**src/rtl/md5bc_pkg.sv**
```systemverilog
`timescale 1ns / 1ps
// ----------------------------------------------------------------------------
// md5bc_pkg
// Shared types, constants and round helpers for the MD5 block compressor.
// ----------------------------------------------------------------------------
package md5bc_pkg;

	localparam int WORD_W      = 32;
	localparam int BLOCK_WORDS = 16;
	localparam int ROUNDS      = 64;
	localparam int POS_W       = $clog2(BLOCK_WORDS);
	localparam int RND_W       = $clog2(ROUNDS);
	localparam int SHIFT_W     = 5;
	localparam int CFG_IDX_W   = 2;

	// configuration register indexes
	localparam logic [CFG_IDX_W-1:0] CFG_INITIAL_A = 2'd0;
	localparam logic [CFG_IDX_W-1:0] CFG_INITIAL_B = 2'd1;
	localparam logic [CFG_IDX_W-1:0] CFG_INITIAL_C = 2'd2;
	localparam logic [CFG_IDX_W-1:0] CFG_INITIAL_D = 2'd3;

	// standard MD5 starting chaining words
	localparam logic [WORD_W-1:0] INIT_A_RST = 32'h6745_2301;
	localparam logic [WORD_W-1:0] INIT_B_RST = 32'hefcd_ab89;
	localparam logic [WORD_W-1:0] INIT_C_RST = 32'h98ba_dcfe;
	localparam logic [WORD_W-1:0] INIT_D_RST = 32'h1032_5476;

	// round phases (16 rounds each)
	localparam logic [1:0] PH_F = 2'd0;
	localparam logic [1:0] PH_G = 2'd1;
	localparam logic [1:0] PH_H = 2'd2;
	localparam logic [1:0] PH_I = 2'd3;

	typedef struct packed {
		logic [WORD_W-1:0] message_word;
		logic              last_of_message;
	} md5_in_t;

	typedef struct packed {
		logic [WORD_W-1:0] digest_a;
		logic [WORD_W-1:0] digest_b;
		logic [WORD_W-1:0] digest_c;
		logic [WORD_W-1:0] digest_d;
	} md5_out_t;

	localparam logic [WORD_W-1:0] K_TABLE [ROUNDS] = '{
		32'hd76aa478, 32'he8c7b756, 32'h242070db, 32'hc1bdceee,
		32'hf57c0faf, 32'h4787c62a, 32'ha8304613, 32'hfd469501,
		32'h698098d8, 32'h8b44f7af, 32'hffff5bb1, 32'h895cd7be,
		32'h6b901122, 32'hfd987193, 32'ha679438e, 32'h49b40821,
		32'hf61e2562, 32'hc040b340, 32'h265e5a51, 32'he9b6c7aa,
		32'hd62f105d, 32'h02441453, 32'hd8a1e681, 32'he7d3fbc8,
		32'h21e1cde6, 32'hc33707d6, 32'hf4d50d87, 32'h455a14ed,
		32'ha9e3e905, 32'hfcefa3f8, 32'h676f02d9, 32'h8d2a4c8a,
		32'hfffa3942, 32'h8771f681, 32'h6d9d6122, 32'hfde5380c,
		32'ha4beea44, 32'h4bdecfa9, 32'hf6bb4b60, 32'hbebfbc70,
		32'h289b7ec6, 32'heaa127fa, 32'hd4ef3085, 32'h04881d05,
		32'hd9d4d039, 32'he6db99e5, 32'h1fa27cf8, 32'hc4ac5665,
		32'hf4292244, 32'h432aff97, 32'hab9423a7, 32'hfc93a039,
		32'h655b59c3, 32'h8f0ccc92, 32'hffeff47d, 32'h85845dd1,
		32'h6fa87e4f, 32'hfe2ce6e0, 32'ha3014314, 32'h4e0811a1,
		32'hf7537e82, 32'hbd3af235, 32'h2ad7d2bb, 32'heb86d391
	};

	// rotation amounts repeat every four rounds within a phase
	localparam logic [SHIFT_W-1:0] SHIFT_TABLE [4][4] = '{
		'{5'd7, 5'd12, 5'd17, 5'd22},
		'{5'd5, 5'd9,  5'd14, 5'd20},
		'{5'd4, 5'd11, 5'd16, 5'd23},
		'{5'd6, 5'd10, 5'd15, 5'd21}
	};

	// message word used by a round; all index math is mod 16
	function automatic logic [POS_W-1:0] msg_index(input logic [RND_W-1:0] rnd);
		logic [POS_W-1:0] lo;
		logic [POS_W-1:0] idx;
		lo = rnd[POS_W-1:0];
		case (rnd[RND_W-1:POS_W])
			PH_F:    idx = lo;
			PH_G:    idx = POS_W'(lo * 4'd5 + 4'd1);
			PH_H:    idx = POS_W'(lo * 4'd3 + 4'd5);
			PH_I:    idx = POS_W'(lo * 4'd7);
			default: idx = lo;
		endcase
		return idx;
	endfunction

	function automatic logic [WORD_W-1:0] rotl(input logic [WORD_W-1:0] x,
		input logic [SHIFT_W-1:0] s);
		logic [2*WORD_W-1:0] dbl;
		dbl = {x, x} << s;
		return dbl[2*WORD_W-1:WORD_W];
	endfunction

endpackage

```
**src/rtl/md5bc_ram.sv**
```systemverilog
`timescale 1ns / 1ps
// ----------------------------------------------------------------------------
// md5bc_ram
// Generic simple dual-port RAM: one write port, one registered read port.
// ----------------------------------------------------------------------------
module md5bc_ram #(
	parameter int WIDTH = 32,
	parameter int DEPTH = 16
) (
	input  logic                     clk,
	input  logic                     wr_en,
	input  logic [$clog2(DEPTH)-1:0] wr_addr,
	input  logic [WIDTH-1:0]         wr_data,
	input  logic                     rd_en,
	input  logic [$clog2(DEPTH)-1:0] rd_addr,
	output logic [WIDTH-1:0]         rd_data
);

	logic [WIDTH-1:0] mem [DEPTH];

	always_ff @(posedge clk) begin
		if (wr_en) begin
			mem[wr_addr] <= wr_data;
		end
		if (rd_en) begin
			rd_data <= mem[rd_addr];
		end
	end

endmodule

```
**src/rtl/md5_block_compress_core.sv**
```systemverilog
`timescale 1ns / 1ps
// ----------------------------------------------------------------------------
// md5_block_compress_core
// Flow: a block's sixteen word beats are taken one per cycle while in FILL; the
//   digest beat is offered once the final block has passed RUN and FINISH.
// Words of the next block wait until RUN and FINISH are done; rounds come from
//   the single round unit (one MD5 round per cycle) fed by the block RAM read port.
// Reset: arst_n clears control, restores the standard initial values and
//   starts a fresh message; block RAM contents are not cleared.
// ----------------------------------------------------------------------------
module md5_block_compress_core (
	input  logic                                 clk,
	input  logic                                 arst_n,
	input  logic                                 in_valid,
	output logic                                 in_ready,
	input  md5bc_pkg::md5_in_t                   in_word,
	output logic                                 out_valid,
	input  logic                                 out_ready,
	output md5bc_pkg::md5_out_t                  out_digest,
	input  logic                                 cfg_valid,
	output logic                                 cfg_ready,
	input  logic [md5bc_pkg::CFG_IDX_W-1:0]      cfg_index,
	input  logic [md5bc_pkg::WORD_W-1:0]         cfg_data
);

	import md5bc_pkg::*;

	// FILL: taking word beats into the block RAM
	// RUN: 64 rounds, each RAM read issued in the cycle before its round
	// FINISH: add working words into the chain, emit digest on a final block
	typedef enum logic [1:0] {
		ST_FILL,
		ST_RUN,
		ST_FINISH
	} state_t;

	state_t state_q;

	logic [WORD_W-1:0] init_q  [4];
	logic [WORD_W-1:0] chain_q [4];
	logic [WORD_W-1:0] work_q  [4];
	logic              fresh_q;
	logic              last_q;
	logic [POS_W-1:0]  pos_q;

	// round issue counter and the round stage that consumes RAM data
	logic [RND_W-1:0]  iss_q;
	logic              iss_done_q;
	logic              vld_s1;
	logic [RND_W-1:0]  rnd_s1;

	logic              out_valid_q;
	md5_out_t          out_q;

	logic              in_acc;
	logic              rd_en;
	logic [POS_W-1:0]  rd_addr;
	logic [WORD_W-1:0] rd_data;

	logic [WORD_W-1:0] f_val;
	logic [WORD_W-1:0] rsum;
	logic [WORD_W-1:0] new_b;
	logic [WORD_W-1:0] fin [4];
	logic              out_free;

	assign in_ready  = (state_q == ST_FILL);
	assign in_acc    = in_valid && in_ready;
	assign cfg_ready = 1'b1;
	assign out_valid = out_valid_q;
	assign out_digest = out_q;

	assign rd_en   = (state_q == ST_RUN) && !iss_done_q;
	assign rd_addr = msg_index(iss_q);

	md5bc_ram #(
		.WIDTH (WORD_W),
		.DEPTH (BLOCK_WORDS)
	) u_block_ram (
		.clk     (clk),
		.wr_en   (in_acc),
		.wr_addr (pos_q),
		.wr_data (in_word.message_word),
		.rd_en   (rd_en),
		.rd_addr (rd_addr),
		.rd_data (rd_data)
	);

	// one MD5 round; work_q holds a, b, c, d
	always_comb begin
		case (rnd_s1[RND_W-1:POS_W])
			PH_F:    f_val = (work_q[1] & work_q[2]) | (~work_q[1] & work_q[3]);
			PH_G:    f_val = (work_q[3] & work_q[1]) | (~work_q[3] & work_q[2]);
			PH_H:    f_val = work_q[1] ^ work_q[2] ^ work_q[3];
			PH_I:    f_val = work_q[2] ^ (work_q[1] | ~work_q[3]);
			default: f_val = work_q[1];
		endcase
		rsum  = work_q[0] + f_val + K_TABLE[rnd_s1] + rd_data;
		new_b = work_q[1] + rotl(rsum, SHIFT_TABLE[rnd_s1[RND_W-1:POS_W]][rnd_s1[1:0]]);
	end

	always_comb begin
		for (int k = 0; k < 4; k++) begin
			fin[k] = chain_q[k] + work_q[k];
		end
	end

	assign out_free = !out_valid_q || out_ready;

	always_ff @(posedge clk or negedge arst_n) begin
		if (!arst_n) begin
			state_q     <= ST_FILL;
			init_q[0]   <= INIT_A_RST;
			init_q[1]   <= INIT_B_RST;
			init_q[2]   <= INIT_C_RST;
			init_q[3]   <= INIT_D_RST;
			chain_q[0]  <= INIT_A_RST;
			chain_q[1]  <= INIT_B_RST;
			chain_q[2]  <= INIT_C_RST;
			chain_q[3]  <= INIT_D_RST;
			fresh_q     <= 1'b1;
			last_q      <= 1'b0;
			pos_q       <= '0;
			iss_q       <= '0;
			iss_done_q  <= 1'b0;
			vld_s1      <= 1'b0;
			rnd_s1      <= '0;
			out_valid_q <= 1'b0;
		end else begin
			// config writes; the user must let them arrive only while idle, as the block does not enforce this
			if (cfg_valid) begin
				case (cfg_index)
					CFG_INITIAL_A: init_q[0] <= cfg_data;
					CFG_INITIAL_B: init_q[1] <= cfg_data;
					CFG_INITIAL_C: init_q[2] <= cfg_data;
					CFG_INITIAL_D: init_q[3] <= cfg_data;
					default: ;
				endcase
			end

			// a final block in FINISH owns out_valid_q this cycle
			if (out_valid_q && out_ready && !(state_q == ST_FINISH && last_q)) begin
				out_valid_q <= 1'b0;
			end

			case (state_q)
				ST_FILL: begin
					if (in_acc) begin
						pos_q <= POS_W'(pos_q + 1'b1);
						if (pos_q == POS_W'(BLOCK_WORDS - 1)) begin
							last_q     <= in_word.last_of_message;
							iss_q      <= '0;
							iss_done_q <= 1'b0;
							vld_s1     <= 1'b0;
							state_q    <= ST_RUN;
							// first block of a message starts from the initial values
							for (int k = 0; k < 4; k++) begin
								if (fresh_q) begin
									chain_q[k] <= init_q[k];
									work_q[k]  <= init_q[k];
								end else begin
									work_q[k]  <= chain_q[k];
								end
							end
							fresh_q <= 1'b0;
						end
					end
				end
				ST_RUN: begin
					vld_s1 <= rd_en;
					rnd_s1 <= iss_q;
					if (rd_en) begin
						iss_q <= RND_W'(iss_q + 1'b1);
						if (iss_q == RND_W'(ROUNDS - 1)) begin
							iss_done_q <= 1'b1;
						end
					end
					if (vld_s1) begin
						work_q[0] <= work_q[3];
						work_q[1] <= new_b;
						work_q[2] <= work_q[1];
						work_q[3] <= work_q[2];
						if (rnd_s1 == RND_W'(ROUNDS - 1)) begin
							state_q <= ST_FINISH;
						end
					end
				end
				ST_FINISH: begin
					if (!last_q) begin
						for (int k = 0; k < 4; k++) begin
							chain_q[k] <= fin[k];
						end
						state_q <= ST_FILL;
					end else if (out_free) begin
						// digest beat; next message reloads via fresh_q
						out_q.digest_a <= fin[0];
						out_q.digest_b <= fin[1];
						out_q.digest_c <= fin[2];
						out_q.digest_d <= fin[3];
						out_valid_q    <= 1'b1;
						fresh_q        <= 1'b1;
						state_q        <= ST_FILL;
					end
				end
				default: state_q <= ST_FILL;
			endcase
		end
	end

endmodule
```
**config.mk**
```make
export PLATFORM = sky130hd
export DESIGN_NAME = md5_block_compress_core
export DESIGN_NICKNAME = d
export VERILOG_FILES = /design/src/rtl/md5bc_pkg.sv /design/src/rtl/md5bc_ram.sv /design/src/rtl/md5_block_compress_core.sv
export SDC_FILE = /design/constraint.sdc
export NUM_CORES = 2
export LEC_CHECK = 0
export CAP_MARGIN = 5
export CELL_PAD_IN_SITES_DETAIL_PLACEMENT = 1
export CELL_PAD_IN_SITES_GLOBAL_PLACEMENT = 1
export CORE_MARGIN = 5
export CORE_UTILIZATION = 54
export CTS_BUF_LIST = sky130_fd_sc_hd__clkbuf_2 sky130_fd_sc_hd__clkbuf_4 sky130_fd_sc_hd__clkbuf_8
export CTS_CLUSTER_SIZE = 14
export DETAILED_ROUTE_END_ITERATION = 10
export DONT_BUFFER_PORTS = 1
export PLACE_DENSITY_LB_ADDON = 0.1
export SYNTH_ARGS = -nofsm -noshare
export SYNTH_HDL_FRONTEND = slang
export SYNTH_HIERARCHICAL = 1
export SYNTH_SLANG_ARGS = --single-unit
```
**constraint.sdc**
```tcl
create_clock -name clk -period 10.1 [get_ports clk]
set_input_delay 2.02 -clock clk [delete_from_list [all_inputs] [get_ports clk]]
set_output_delay 2.02 -clock clk [all_outputs]
set_load 0.02 [all_outputs]
```
==> reports/metrics.cfg <==
[critical_path]
crit_path_max_incr_delay_ns = 0.62
cp_max_fo = 60
rr_endpoint = work_q[1][31]$_DFFE_PP_
reg2reg_depth = 39
critPathMostFrequentCell = a21oi_1
cp_slowest_cell = a22oi_1
crit_type = reg2reg
reg2reg_from = rnd_s1[5]$_DFFE_PN0P_
r2r_setup_slack_ns = 0.48
start_kind = flop
required_ns = 10.77
cp-end-kind = flop
crit_arrival_ns = 10.28

[synth]
yosys.area_share.simple = 0.102
ys_seq_area_frac = 0.508
synth_compound_area_frac = 0.143
synthCells = 5518
synth_nets = 5877
synth-edff-count = 800
yosys_warnings = 6
synth-seq-cells = 1079
synth.distinct_cells = 95
synth_top_family_by_area = compound AO/OA/AOI/OAI gates
syn_avg_cell_area_sq_um = 11.1
ys_async_sr_fraction = 0.259
synthMuxAreaShare = 0.109
ys.flop_type = edfxtp_1
yosys.area_share.adder = 0.0670
synthXorXnorAreaFrac = 0.0342
synth_area_sq_mm = 0.0613

[die]
row_count = 123
die_h_um = 347
fp.dieW_um = 347
die_area_sq_mm = 0.120
ios = 203
start_util = 0.544
core_sq_mm = 0.113

[placed_design]
gp_congestion = 0.975
portBuffers = 0
place_ws_ns = 0.186
hpwl_um = 165000
placed_area_sq_mm = 0.0639

[finish]
final_cell_mix = edfxtp_1 (800), nand2_1 (638), nor2_1 (453), a21oi_1 (370), o21ai_0 (353)
seqCellArea_sq_mm = 0.0312
nNetsFinal = 5959
drive_above_1_share = 0.180
fillerInstances = 11700
multi_input_area_sq_mm = 0.0282
utilization = 0.602
area_growth_pct = 10.6
final_common_cell = edfxtp_1
stdcell_area_sq_mm = 0.0678

[status]
outcome = finished clean

[hold_path]
min_path_type = reg2reg
hold_depth = 2
worstHoldEndpoint = chain_q[47]$_DFFE_PN1P_
hold_start = init_q[47]$_DFFE_PN1P_

[clocking]
cts_tree = done
clock_sinks = 1079
htree_levels = 4
root_buffer = clkbuf_8
cts_buffers = 177
clk_latency_ns = 0.95
cts.hold.buffers_added = 0
clkTransAtPathRegs_ns = 0.06
clockBufferDepth = 3

[job]
cap_viol_max_count = 0

[sta]
setup_ws_ns = 0.482
rsz0062_at_grt = false
max_freq_mhz = 104
worst_pin_slew_ns = 1.17
hold_viol = 0
report.final.slew_viol_count = 0
tns_ns = 0
clock_skew_ns = 0.0748
finalCritPeriodShare = 0.952
relSlewSlack = 0.218
period_needed_ns = 9.62
setup_viol = 0

[drt]
first_iter_violations = 5589
drc = 0
vias_per_cell = 6.71
num_vias = 48800
first_pass_iters = 6
final_antenna_net_count = 0
wl_um = 238000
wire_per_inst_um = 32.8

[global_routing]
gr-total-overflow = 0
grt_pass1_wl_um = 343000
grt_max_degree = 284
track_usage = 0.386
grt_pass1_vias = 49100
antenna_found_initial = 36

-- how the worst max path moves through the flow --
stage                          startpoint                      end  cells past startpoint
CTS                 rnd_s1[1]$_DFFE_PN0P_  work_q[1][31]$_DFFE_PP_                     40
global route        rnd_s1[3]$_DFFE_PN0P_  work_q[1][31]$_DFFE_PP_                     37
detailed placement  rnd_s1[1]$_DFFE_PN0P_  work_q[1][31]$_DFFE_PP_                     40
finish              rnd_s1[5]$_DFFE_PN0P_  work_q[1][31]$_DFFE_PP_                     39
floorplan           rnd_s1[1]$_DFFE_PN0P_  work_q[1][30]$_DFFE_PP_                     42
global placement    rnd_s1[1]$_DFFE_PN0P_  work_q[1][31]$_DFFE_PP_                     40
-- sequential cells by signal (all words and copies together) (netlist names) --
name / cells
u_block_ram/mem: 512
chain_q: 128
init_q: 128
out_digest: 128
work_q: 128
u_block_ram/rd_data: 32
iss_q: 6
rnd_s1: 6
pos_q: 4
state_q: 2
fresh_q: 1
iss_done_q: 1
last_q: 1
out_valid: 1
vld_s1: 1
-- layout make-up --
class                   instances  share of cell area
multi-input cells            3867               0.415
clock inverters                86              0.0111
repair buffers                252              0.0283
diodes                         23            0.000849
clock buffers                 245              0.0447
inverters                     223              0.0123
flip-flops and latches       1079               0.460
well taps                    1500              0.0277
-- metal layers --
layer | track usage | up-vias | wire length [um]
li1 | - | 20600 | -
met1 | 0.513 | 25000 | 93700
met2 | 0.596 | 2661 | 107000
met3 | 0.0960 | 594 | 23200
met4 | 0.193 | 16 | 14100
met5 | 0 | - | 113
-- stage by stage --
| step | instances | hold slack, ns |
|---|---|---|
| 6_report | 7275 | 0.474 |
| 5_1_grt | 7255 | 0.487 |
| 4_1_cts | 7252 | 0.471 |
| 3_5_place_dp | 6921 | 0.489 |
| 3_3_place_gp | 6921 | 0.478 |
| 2_1_floorplan | 5518 | 0.463 |
-- cell usage after synthesis, drive strengths merged (18+ instances only) --
| cell type | n | area share |
|---|---|---|
| a21oi | 374 | 0.031 |
| a22oi | 95 | 0.012 |
| nor3 | 67 | 0.0056 |
| ha | 218 | 0.045 |
| a211oi | 47 | 0.0058 |
| nor2b | 35 | 0.0036 |
| nand3 | 71 | 0.0058 |
| and2 | 19 | 0.0019 |
| a311oi | 20 | 0.0029 |
| dfstp | 129 | 0.055 |
| xnor2 | 184 | 0.026 |
| inv | 222 | 0.014 |
| mux4 | 133 | 0.049 |
| a21boi | 18 | 0.0023 |
| a221oi | 37 | 0.0053 |
| nor2 | 468 | 0.029 |
| edfxtp | 800 | 0.39 |
| fa | 69 | 0.023 |
| dfrtp | 150 | 0.061 |
| nand2b | 41 | 0.0042 |
| a31oi | 144 | 0.015 |
| nand4 | 28 | 0.0029 |
| o211ai | 24 | 0.0029 |
| o31ai | 26 | 0.0034 |
| o21bai | 27 | 0.0033 |
| a21o | 77 | 0.0094 |
| buf | 116 | 0.0084 |
| o22ai | 21 | 0.0021 |
| o21ai | 363 | 0.030 |
| mux2 | 144 | 0.026 |
| nand2 | 639 | 0.039 |
| clkbuf | 233 | 0.014 |
| xor2 | 53 | 0.0076 |
| o21a | 42 | 0.0051 |
| and3 | 18 | 0.0019 |
| mux2i | 205 | 0.033 |
-- worst max-delay path: cells and delay by family, from the launching register on --
family	cells	cell delay (ns)
adders and majority gates	5	1.92
and+or+nand+nor	8	1.03
buffers and inverters	6	1.17
muxes	2	0.54
DFF	1	0.45
xor gates and xnor gates	1	0.18
AOI/OAI and AO/OA	17	4.01
-- repair_timing --
item	in CTS	in global routing
endpoints found under the setup margin	0	10
gates resized for setup	0	8
buffers inserted	0	0
-- cells by family after synthesis --
logic type,Yosys count
AOI/OAI and AO/OA,1407
xor gates and xnor gates,238
and+or+nand+nor,1452
muxes,482
buffers and inverters,572
other,1
DFF,1079
adders and majority gates,287
Power is left out: the tool's default activity adds up to more than one toggle a clock period on the data nets, which glitch-free logic cannot reach.
